[src/design/rptw_pkg.sv]
`timescale 1ns / 1ps

package rptw_pkg;

  // Defaults for the top-level parameters.
  localparam int unsigned FRAMES_DEF = 64;
  localparam int unsigned LEVELS_DEF = 5;

  // Fixed geometry of a table entry and of the command fields.
  localparam int unsigned INDEX_BITS = 9;
  localparam int unsigned ENTRY_W    = 64;
  localparam int unsigned PAGE_W     = 52;
  localparam int unsigned PAGE_LSB   = 12;
  localparam int unsigned VPN_W      = 45;
  localparam int unsigned ROOT_W     = 6;
  localparam int unsigned FFREE_W    = 7;
  localparam int unsigned CFG_AW     = 3;
  localparam int unsigned CFG_DW     = 32;

  typedef enum logic [1:0] {
    CMD_QUERY = 2'd0,
    CMD_MAP   = 2'd1,
    CMD_UNMAP = 2'd2,
    CMD_NOP   = 2'd3
  } cmd_e;

  // Register index as seen in bit 2 of the byte address.
  typedef enum logic {
    REG_ROOT_FRAME = 1'b0,
    REG_FIRST_FREE = 1'b1
  } reg_e;

  // Microprogram addresses.
  typedef enum logic [3:0] {
    ST_CLEAR   = 4'd0,
    ST_IDLE    = 4'd1,
    ST_CHK     = 4'd2,
    ST_RD      = 4'd3,
    ST_EVAL    = 4'd4,
    ST_DISP    = 4'd5,
    ST_LEAFCHK = 4'd6,
    ST_LRD     = 4'd7,
    ST_LEVAL   = 4'd8,
    ST_MAPCHK  = 4'd9,
    ST_ALLOC   = 4'd10,
    ST_AWR     = 4'd11,
    ST_LWR     = 4'd12,
    ST_FAIL    = 4'd13,
    ST_DONE    = 4'd14
  } step_e;

  // Jump conditions.
  typedef enum logic [3:0] {
    C_NEVER     = 4'd0,
    C_ALWAYS    = 4'd1,
    C_NO_START  = 4'd2,
    C_CLR_MORE  = 4'd3,
    C_WALK_DONE = 4'd4,
    C_ENTRY_OK  = 4'd5,
    C_IS_MAP    = 4'd6,
    C_LEAF_MISS = 4'd7,
    C_MAP_FAIL  = 4'd8,
    C_AT_LEAF   = 4'd9
  } cond_e;

  // Datapath actions.
  typedef enum logic [3:0] {
    ACT_NONE    = 4'd0,
    ACT_CLEAR   = 4'd1,
    ACT_LOAD    = 4'd2,
    ACT_EVAL    = 4'd3,
    ACT_LEAF    = 4'd4,
    ACT_ALLOC   = 4'd5,
    ACT_WR_LEAF = 4'd6,
    ACT_FAIL    = 4'd7,
    ACT_EMIT    = 4'd8
  } act_e;

  typedef struct packed {
    act_e  act;
    cond_e cond;
    step_e target;
  } uword_t;

  // Status flags from the datapath that the sequencer branches on.
  typedef struct packed {
    logic start;
    logic clr_more;
    logic walk_done;
    logic entry_ok;
    logic is_map;
    logic leaf_miss;
    logic map_fail;
    logic at_leaf;
  } flags_t;

endpackage

[src/design/rptw_seq.sv]
`timescale 1ns / 1ps

module rptw_seq (
  input  logic             clk_i,
  input  logic             rst_ni,
  input  rptw_pkg::flags_t flags_i,
  output rptw_pkg::uword_t uword_o,
  output logic             busy_o
);
  import rptw_pkg::*;

  step_e  step_q, step_d;
  uword_t uw;
  logic   take;

  // Control store: one word per step. A step jumps to its target when its
  // condition holds and falls through to the next step otherwise.
  always_comb begin
    unique case (step_q)
      ST_CLEAR:   uw = '{act: ACT_CLEAR,   cond: C_CLR_MORE,  target: ST_CLEAR};
      ST_IDLE:    uw = '{act: ACT_LOAD,    cond: C_NO_START,  target: ST_IDLE};
      ST_CHK:     uw = '{act: ACT_NONE,    cond: C_WALK_DONE, target: ST_DISP};
      ST_RD:      uw = '{act: ACT_NONE,    cond: C_NEVER,     target: ST_EVAL};
      ST_EVAL:    uw = '{act: ACT_EVAL,    cond: C_ENTRY_OK,  target: ST_CHK};
      ST_DISP:    uw = '{act: ACT_NONE,    cond: C_IS_MAP,    target: ST_MAPCHK};
      ST_LEAFCHK: uw = '{act: ACT_NONE,    cond: C_LEAF_MISS, target: ST_DONE};
      ST_LRD:     uw = '{act: ACT_NONE,    cond: C_NEVER,     target: ST_LEVAL};
      ST_LEVAL:   uw = '{act: ACT_LEAF,    cond: C_ALWAYS,    target: ST_DONE};
      ST_MAPCHK:  uw = '{act: ACT_NONE,    cond: C_MAP_FAIL,  target: ST_FAIL};
      ST_ALLOC:   uw = '{act: ACT_NONE,    cond: C_AT_LEAF,   target: ST_LWR};
      ST_AWR:     uw = '{act: ACT_ALLOC,   cond: C_ALWAYS,    target: ST_ALLOC};
      ST_LWR:     uw = '{act: ACT_WR_LEAF, cond: C_ALWAYS,    target: ST_DONE};
      ST_FAIL:    uw = '{act: ACT_FAIL,    cond: C_NEVER,     target: ST_DONE};
      ST_DONE:    uw = '{act: ACT_EMIT,    cond: C_ALWAYS,    target: ST_IDLE};
      default:    uw = '{act: ACT_NONE,    cond: C_ALWAYS,    target: ST_IDLE};
    endcase
  end

  always_comb begin
    unique case (uw.cond)
      C_NEVER:     take = 1'b0;
      C_ALWAYS:    take = 1'b1;
      C_NO_START:  take = !flags_i.start;
      C_CLR_MORE:  take = flags_i.clr_more;
      C_WALK_DONE: take = flags_i.walk_done;
      C_ENTRY_OK:  take = flags_i.entry_ok;
      C_IS_MAP:    take = flags_i.is_map;
      C_LEAF_MISS: take = flags_i.leaf_miss;
      C_MAP_FAIL:  take = flags_i.map_fail;
      C_AT_LEAF:   take = flags_i.at_leaf;
      default:     take = 1'b1;
    endcase
  end

  always_comb begin
    if (take) begin
      step_d = uw.target;
    end else begin
      step_d = step_e'(4'(step_q) + 4'd1);
    end
  end

  always_ff @(posedge clk_i or negedge rst_ni) begin
    if (!rst_ni) begin
      step_q <= ST_CLEAR;
    end else begin
      step_q <= step_d;
    end
  end

  assign uword_o = uw;
  assign busy_o  = (step_q != ST_IDLE);

endmodule
[config.mk]
export PLATFORM = sky130hd
export DESIGN_NAME = rptw_seq
export DESIGN_NICKNAME = d
export VERILOG_FILES = /design/src/design/rptw_pkg.sv /design/src/design/rptw_seq.sv
export SDC_FILE = /design/constraint.sdc
export NUM_CORES = 1
export LEC_CHECK = 0
export ABC_AREA = 0
export CORE_MARGIN = 1.5
export CORE_UTILIZATION = 35
export DETAILED_ROUTE_END_ITERATION = 10
export DONT_BUFFER_PORTS = 1
export PLACE_DENSITY_LB_ADDON = 0.3
export SLEW_MARGIN = 20
export SYNTH_ARGS = -nofsm -noshare
export SYNTH_HDL_FRONTEND = slang
export SYNTH_SLANG_ARGS = --single-unit
[constraint.sdc]
create_clock -name clk_i -period 2.54 [get_ports clk_i]
set_input_delay 0.254 -clock clk_i [delete_from_list [all_inputs] [get_ports clk_i]]
set_output_delay 0.254 -clock clk_i [all_outputs]
set_load 0.005 [all_outputs]
==> load_flow_metrics.sql, run 1 <==
INSERT INTO impl_metrics (metric_group, metric, value, unit) VALUES
('run_status', 'outcome', 'finished with violations', ''),
('run_status', 'violations_in_the_final_reports', 'design-rule violations', ''),
('cts', 'cts.path.max_buffers', '2', ''),
('worst_setup_path', 'worstSetupStartpointType', 'flip-flop', ''),
('sta', 'fmax', '417', 'MHz'),
('sta', 'timing_worst_slew_pin_value', '432', 'ps'),
('sta', 'setup_repair_after_global_routing_missed_its_margin', 'false', ''),
('synthesis', 'synth_top_area_frac', '0.165', ''),
('final_layout', 'reg.largest.list', 'step_q (4)', ''),
('drt', '1st_iter_drt_viols', '10', ''),
('placement', 'detailed_place_hpwl', '1110', 'um'),
('worst_setup_path', 'critical_path.cell_chain', 'inv_1 > ha_2 > a211oi_2 > a21oi_2 > mux2_4 > a2111oi_4 > o21ai_2 > mux2_1', ''),
('worst_setup_path', 'reg2reg_setup_slack', '140', 'ps'),
('floorplanning', 'die_width', '44.7', 'um'),
('drt', 'routed_wirelength', '1340', 'um'),
('final_layout', 'top_register', 'step_q', ''),
('worst_setup_path', 'critical_path_required', '2640', 'ps'),
('cts', 'cts.reportedPaths.clkPinSlew', '40', 'ps'),
('drt', 'via_per_inst', '5.90', ''),
('global_routing', 'gr-max-usage-layer', 'met2', ''),
('drt', 'via_count', '549', ''),
('global_routing', 'antenna_found_initial', '0', ''),
('worst_setup_path', 'end_of_the_critical_path', 'step_q[2]$_DFF_PN0_', ''),
('pwr', 'finalPower', '1.27', 'mW'),
('global_routing', 'first_global_vias', '525', ''),
('synthesis', 'syn_area', '608', 'um^2'),
('worst_setup_path', 'combined_buffer_and_inverter_count_along_the_critical_path', '1', ''),
('synthesis', 'synth_flop_cell', 'sky130_fd_sc_hd__dfrtp_1', ''),
('global_routing', 'grtUsageMet1', '0.193', ''),
('synthesis', 'synth_area_leaders', 'sky130_fd_sc_hd__dfrtp_1 (16%), sky130_fd_sc_hd__ha_1 (10%), sky130_fd_sc_hd__mux2_1 (7.4%)', ''),
('synthesis', 'ys_async_sr_fraction', '1.00', ''),
('worst_setup_path', 'crit_slowest_cell', 'sky130_fd_sc_hd__dfrtp_1', ''),
('final_layout', 'count_of_antenna_diodes_in_the_layout', '0', ''),
('run', 'cap_violations', '0', ''),
('pwr', 'seq_power_share', '0.135', ''),
('final_layout', 'flow.area_growth_from_synthesis', '13.0', '%'),
('floorplanning', 'floorplan.io_pins', '23', ''),
('global_routing', 'globalRouteOverflowTotal', '0', ''),
('floorplanning', 'area_enclosed_by_the_die_boundary', '0.00200', 'mm^2'),
('cts', 'cts_sinks', '4', ''),
('sta', 'finClkSkew', '2.86', 'ps'),
('global_routing', 'largest_net_degree_at_the_start_of_global_routing', '15', ''),
('drt', 'drt_drc_violations_left', '2', ''),
('hold_path', 'hold_path_class', 'primary input to async pin', ''),
('placement', 'buffer_ports.inserted', '0', ''),
('sta', 'finalSetupViolations', '0', ''),
('synthesis', 'synth_edf_count', '0', ''),
('drt', 'routed_wire_length_per_instance', '14.5', 'um'),
('pwr', 'irDropWorstVdd', '0.772', 'mV'),
('final_layout', 'largest_register_ffs', '4', ''),
('pwr', 'internal_power', '0.632', 'mW'),
('cts', 'tritoncts', 'done', ''),
('worst_setup_path', 'crit-reg2reg-capture', 'step_q[2]$_DFF_PN0_', ''),
('sta', 'final_max_tran_viols', '0', ''),
('synthesis', 'synth-seq-area-share', '0.165', ''),
('placement', 'gp_congestion', '0.898', ''),
('drt', 'drtAntennaViolNets', '0', ''),
('synthesis', 'syn_nets', '86', ''),
('pwr', 'power_switching_share', '0.501', ''),
('worst_setup_path', 'timing.rr.start', 'step_q[0]$_DFF_PN0_', ''),
('sta', 'final_period_minus_worst_setup_slack', '2400', 'ps'),
('floorplanning', 'start_util', '0.390', ''),
('cts', 'root_buffer', 'sky130_fd_sc_hd__clkbuf_4', ''),
('synthesis', 'syn_area_per_cell', '8.56', 'um^2'),
('synthesis', 'synth_area_leader_cell', 'sky130_fd_sc_hd__dfrtp_1', ''),
('sta', 'setup_ws', '141', 'ps'),
('sta', 'holdWs', '292', 'ps'),
('placement', 'dpl_worst_slack', '120', 'ps'),
('worst_setup_path', 'critPathArrivalTime', '2500', 'ps'),
('pwr', 'power_leakage', '0.296', 'nW'),
('global_routing', 'globalRouteTotalUtil', '0.167', '');
area by class of cell:
class | count | area [um^2]
fillers | 165 | 872
multi-input cells | 58 | 467
flip-flops and latches | 4 | 100
repair buffers | 8 | 62.6
clock buffers | 3 | 22.5
well taps | 16 | 20.0
inverters | 4 | 15.0
synth_stat cells, types with 2 or more instances:
cell	instances
sky130_fd_sc_hd__a211oi_2	2
sky130_fd_sc_hd__dfrtp_1	4
sky130_fd_sc_hd__mux2_1	4
sky130_fd_sc_hd__nor3b_1	2
sky130_fd_sc_hd__a21oi_2	2
sky130_fd_sc_hd__nor2b_1	3
sky130_fd_sc_hd__o21bai_1	2
sky130_fd_sc_hd__nor2_1	4
sky130_fd_sc_hd__o21ai_0	4
sky130_fd_sc_hd__nand4_1	2
sky130_fd_sc_hd__nand2b_1	4
sky130_fd_sc_hd__inv_1	3
sky130_fd_sc_hd__nand3_1	2
sky130_fd_sc_hd__nand2_1	6
sky130_fd_sc_hd__ha_1	5
sky130_fd_sc_hd__clkbuf_1	2
sky130_fd_sc_hd__o211ai_1	2
worst min path at each step:
stage / from / end / slack, ps / cells after the start
floorplan: rst_ni / step_q[0]$_DFF_PN0_ / -40 / 0
global placement: rst_ni / step_q[3]$_DFF_PN0_ / -40 / 0
detailed placement: rst_ni / step_q[3]$_DFF_PN0_ / -40 / 0
CTS: rst_ni / step_q[1]$_DFF_PN0_ / 290 / 1
global route: rst_ni / step_q[3]$_DFF_PN0_ / 290 / 1
finish: rst_ni / step_q[3]$_DFF_PN0_ / 290 / 1
through the flow:
step / instance area [um^2] / util
2_1_floorplan: 608 / -
3_3_place_gp: 649 / 0.417
3_5_place_dp: 649 / 0.417
4_1_cts: 682 / 0.437
5_1_grt: 687 / 0.441
6_report: 687 / 0.441
metal layers:
| metal | up-vias | routed length (um) | part of all wire |
|---|---|---|---|
| li1 | 266 | - | - |
| met1 | 264 | 564 | 0.42 |
| met2 | 17 | 658 | 0.49 |
| met3 | 2 | 112 | 0.083 |
| met4 | 0 | 8 | 0.0060 |
| met5 | - | 0 | 0 |
power groups by stage:
| stage | Combinational [mW] | Sequential [mW] | Clock (mW) |
|---|---|---|---|
| 2_1_floorplan | 0.836 | 0.127 | 0 |
| 3_3_place_gp | 1.01 | 0.169 | 0 |
| 3_5_place_dp | 1.02 | 0.172 | 0 |
| 4_1_cts | 1.02 | 0.171 | 0.0810 |
| 5_1_grt | 1.14 | 0.180 | 0.0878 |
| 6_report | 1.02 | 0.171 | 0.0753 |
logic make-up (layout without fill, tap and decap cells):
kind of cell / after synthesis / in the layout / share of synthesized area
muxes: 6 / 6 / 0.115
buffers and inverters: 9 / 15 / 0.0761
AOI/OAI and AO/OA: 19 / 19 / 0.284
DFF: 4 / 4 / 0.165
and+or+nand+nor: 26 / 26 / 0.228
xor gates and xnor gates: 2 / 2 / 0.0288
adders and majority gates: 5 / 5 / 0.103
what timing repair did:
item / 4_1_cts / 5_1_grt
endpoints found under the setup margin: 0 / 3
hold buffers: 1 / 0
hold endpoints to repair: 4 / 0
gates resized for setup: 0 / 2
Power figures use the tool's default switching activity.
==> inputs of run 2 (changes only) <==
- clock period: 2.54 -> 2.6 ns (I/O delays scaled with it)
==> run 2 against run 1 <==
Against the previous run: combinational power down 4%; cell area down 1.5%; flip-flop and latch count unchanged; via count down 2.9%; hold slack better by 4.1 ps; the run still ends with design-rule violations left; core utilization down 0.64 points; clock power down 1%; clock skew down 2.3 ps.
==> load_flow_metrics.sql, run 2 (same netlist as run 1, synthesis figures left out) <==
INSERT INTO impl_metrics (metric_group, metric, value, unit) VALUES
('cts', 'htree_levels', '1', ''),
('sta', 'report.final.hold_viol_count', '0', ''),
('cts', 'cts_buffer_count', '3', ''),
('final_layout', 'reg.largest.list', 'step_q (4)', ''),
('drt', 'routed_wirelength', '1360', 'um'),
('worst_setup_path', 'kind_of_critical_path', 'flip-flop to flip-flop', ''),
('final_layout', 'count_of_antenna_diodes_in_the_layout', '0', ''),
('worst_setup_path', 'worstSetupStartpointType', 'flip-flop', ''),
('placement', 'gp_congestion', '0.894', ''),
('cts', 'cts.path.max_buffers', '2', ''),
('placement', 'detailed_place_hpwl', '1090', 'um'),
('final_layout', 'final_layout_size_suffix_gt1_frac', '0.263', ''),
('placement', 'buffer_ports.inserted', '0', ''),
('run_status', 'outcome', 'finished with violations', ''),
('placement', 'dpl.cell_count', '88', ''),
('global_routing', 'largest_net_degree_at_the_start_of_global_routing', '19', ''),
('worst_setup_path', 'critical_path.endpoint_type', 'flip-flop', ''),
('final_layout', 'final-instance-count-excl-fill', '92', ''),
('cts', 'post_cts.repair.setup_buffers', '0', ''),
('drt', 'drtAntennaViolNets', '0', ''),
('cts', 'root_buffer', 'sky130_fd_sc_hd__clkbuf_4', ''),
('sta', 'final_max_tran_viols', '0', ''),
('global_routing', 'globalRouteTotalUtil', '0.157', ''),
('drt', 'drt_drc_violations_left', '2', ''),
('worst_setup_path', 'depth_of_the_worst_register_to_register_path', '9', ''),
('worst_setup_path', 'crit-reg2reg-capture', 'step_q[2]$_DFF_PN0_', ''),
('worst_setup_path', 'timing.rr.start', 'step_q[0]$_DFF_PN0_', ''),
('cts', 'cts_sinks', '4', ''),
('sta', 'setup_repair_after_global_routing_missed_its_margin', 'false', ''),
('cts', 'tritoncts', 'done', ''),
('floorplanning', 'area_enclosed_by_the_die_boundary', '0.00200', 'mm^2'),
('global_routing', 'antenna_found_initial', '0', ''),
('global_routing', 'grt_first_pass_wirelength', '2300', 'um'),
('worst_setup_path', 'critPathMaxFanout', '6', ''),
('sta', 'timing_worst_slew_pin_value', '386', 'ps'),
('drt', '1st_iter_drt_viols', '13', ''),
('pwr', 'power_leakage', '0.292', 'nW'),
('pwr', 'irDropWorstVdd', '0.756', 'mV'),
('floorplanning', 'floorplan.io_pins', '23', ''),
('hold_path', 'hold_path_class', 'primary input to async pin', ''),
('sta', 'fmax', '409', 'MHz'),
('global_routing', 'first_global_vias', '525', ''),
('final_layout', 'most_frequent_cells_in_the_layout', 'sky130_fd_sc_hd__nand2_1 (6), sky130_fd_sc_hd__buf_4 (6), sky130_fd_sc_hd__ha_1 (5)', ''),
('sta', 'finalSetupViolations', '0', ''),
('floorplanning', 'die_width', '44.7', 'um'),
('floorplanning', 'start_util', '0.390', ''),
('floorplanning', 'die_h', '44.7', 'um'),
('final_layout', 'top_register', 'step_q', ''),
('drt', 'routed_wire_length_per_instance', '14.7', 'um'),
('worst_setup_path', 'critPathArrivalTime', '2550', 'ps'),
('final_layout', 'flow.area_growth_from_synthesis', '11.3', '%'),
('sta', 'slew_headroom', '0.743', ''),
('run', 'cap_violations', '0', ''),
('sta', 'final_period_minus_worst_setup_slack', '2440', 'ps'),
('final_layout', 'finalNetCount', '93', ''),
('floorplanning', 'placement_rows', '14', ''),
('drt', 'via_count', '533', ''),
('worst_setup_path', 'reg2reg_setup_slack', '160', 'ps'),
('cts', 'cts.reportedPaths.clkPinSlew', '40', 'ps'),
('drt', 'via_per_inst', '5.79', ''),
('pwr', 'power_density_of_the_placed_cells', '1800', 'mW/mm^2'),
('sta', 'finClkSkew', '0.533', 'ps'),
('cts', 'clock_insertion_delay_worst_skew', '230', 'ps'),
('drt', 'detailedRoute.firstPassIterationCount', '8', ''),
('sta', 'setup-tns-final', '0', 'ps'),
('sta', 'period_share', '0.940', ''),
('final_layout', 'largest_register_ffs', '4', ''),
('global_routing', 'globalRouteOverflowTotal', '0', ''),
('floorplanning', 'coreArea', '0.00156', 'mm^2'),
('run_status', 'violations_in_the_final_reports', 'design-rule violations', ''),
('worst_setup_path', 'critical_path_required', '2710', 'ps');
-- run 2: changes by cell type in the layout (fill, tap and decap cells not counted), sizes merged --
cell  before  now
buf        7    6
-- run 2: layout make-up --
| cell class | instances | area (um^2) |
|---|---|---|
| Fill cell | 163 | 882 |
| Multi-Input combinational cell | 58 | 462 |
| Clock buffer | 3 | 22.5 |
| Tap cell | 16 | 20.0 |
| Timing Repair Buffer | 7 | 55.1 |
| Inverter | 4 | 15.0 |
| Sequential cell | 4 | 103 |
-- run 2: where the power goes --
part	switching, mW	leakage, nW	internal [mW]
clock	0.0227	0.0138	0.0515
sequential	0.0553	0.0452	0.106
combinational	0.536	0.233	0.447
-- run 2: routing by layer --
layer,vias up,global-route usage,part of all wire
li1,268,-,-
met1,251,0.195,0.45
met2,14,0.246,0.50
met3,0,0.0367,0.058
met4,0,0.0909,0
met5,-,0,0
-- run 2: what timing repair did --
item	CTS	global route
hold buffers	1	0
gates resized for setup	0	2
endpoints found under the setup margin	0	4
endpoints found under the hold margin	4	0
-- run 2: how the worst max path moves through the flow --
stage                          end  depth (start not counted)  slack (ps)           startpoint
2_1_floorplan  step_q[3]$_DFF_PN0_                          8         220  step_q[1]$_DFF_PN0_
5_1_grt        step_q[1]$_DFF_PN0_                          9          10  step_q[0]$_DFF_PN0_
3_3_place_gp   step_q[2]$_DFF_PN0_                          9         190  step_q[0]$_DFF_PN0_
4_1_cts        step_q[2]$_DFF_PN0_                          9         110  step_q[0]$_DFF_PN0_
3_5_place_dp   step_q[2]$_DFF_PN0_                          9         110  step_q[0]$_DFF_PN0_
6_report       step_q[2]$_DFF_PN0_                          9         160  step_q[0]$_DFF_PN0_
-- run 2: critical path, stage by stage, from the launching register on --
cell                       delay, ps
sky130_fd_sc_hd__dfrtp_2         410
sky130_fd_sc_hd__inv_1            90
sky130_fd_sc_hd__ha_1            260
sky130_fd_sc_hd__a211oi_2        240
sky130_fd_sc_hd__a21oi_2          80
sky130_fd_sc_hd__buf_4           170
sky130_fd_sc_hd__o41ai_1         330
sky130_fd_sc_hd__a311oi_1        110
sky130_fd_sc_hd__o21ai_2         290
sky130_fd_sc_hd__mux2_1          360
-- run 2: per-stage QoR --
stage / setup WS (ps) / area, um^2 / power, mW / util / hold slack [ps]
after floorplan: 224 / 608 / 0.941 / - / -35.6
after global placement: 190 / 642 / 1.13 / 0.412 / -35.5
after detailed placement: 114 / 642 / 1.15 / 0.412 / -35.5
after CTS: 105 / 674 / 1.23 / 0.433 / 289
after global routing: 14.0 / 677 / 1.35 / 0.434 / 303
final: 155 / 677 / 1.22 / 0.434 / 296
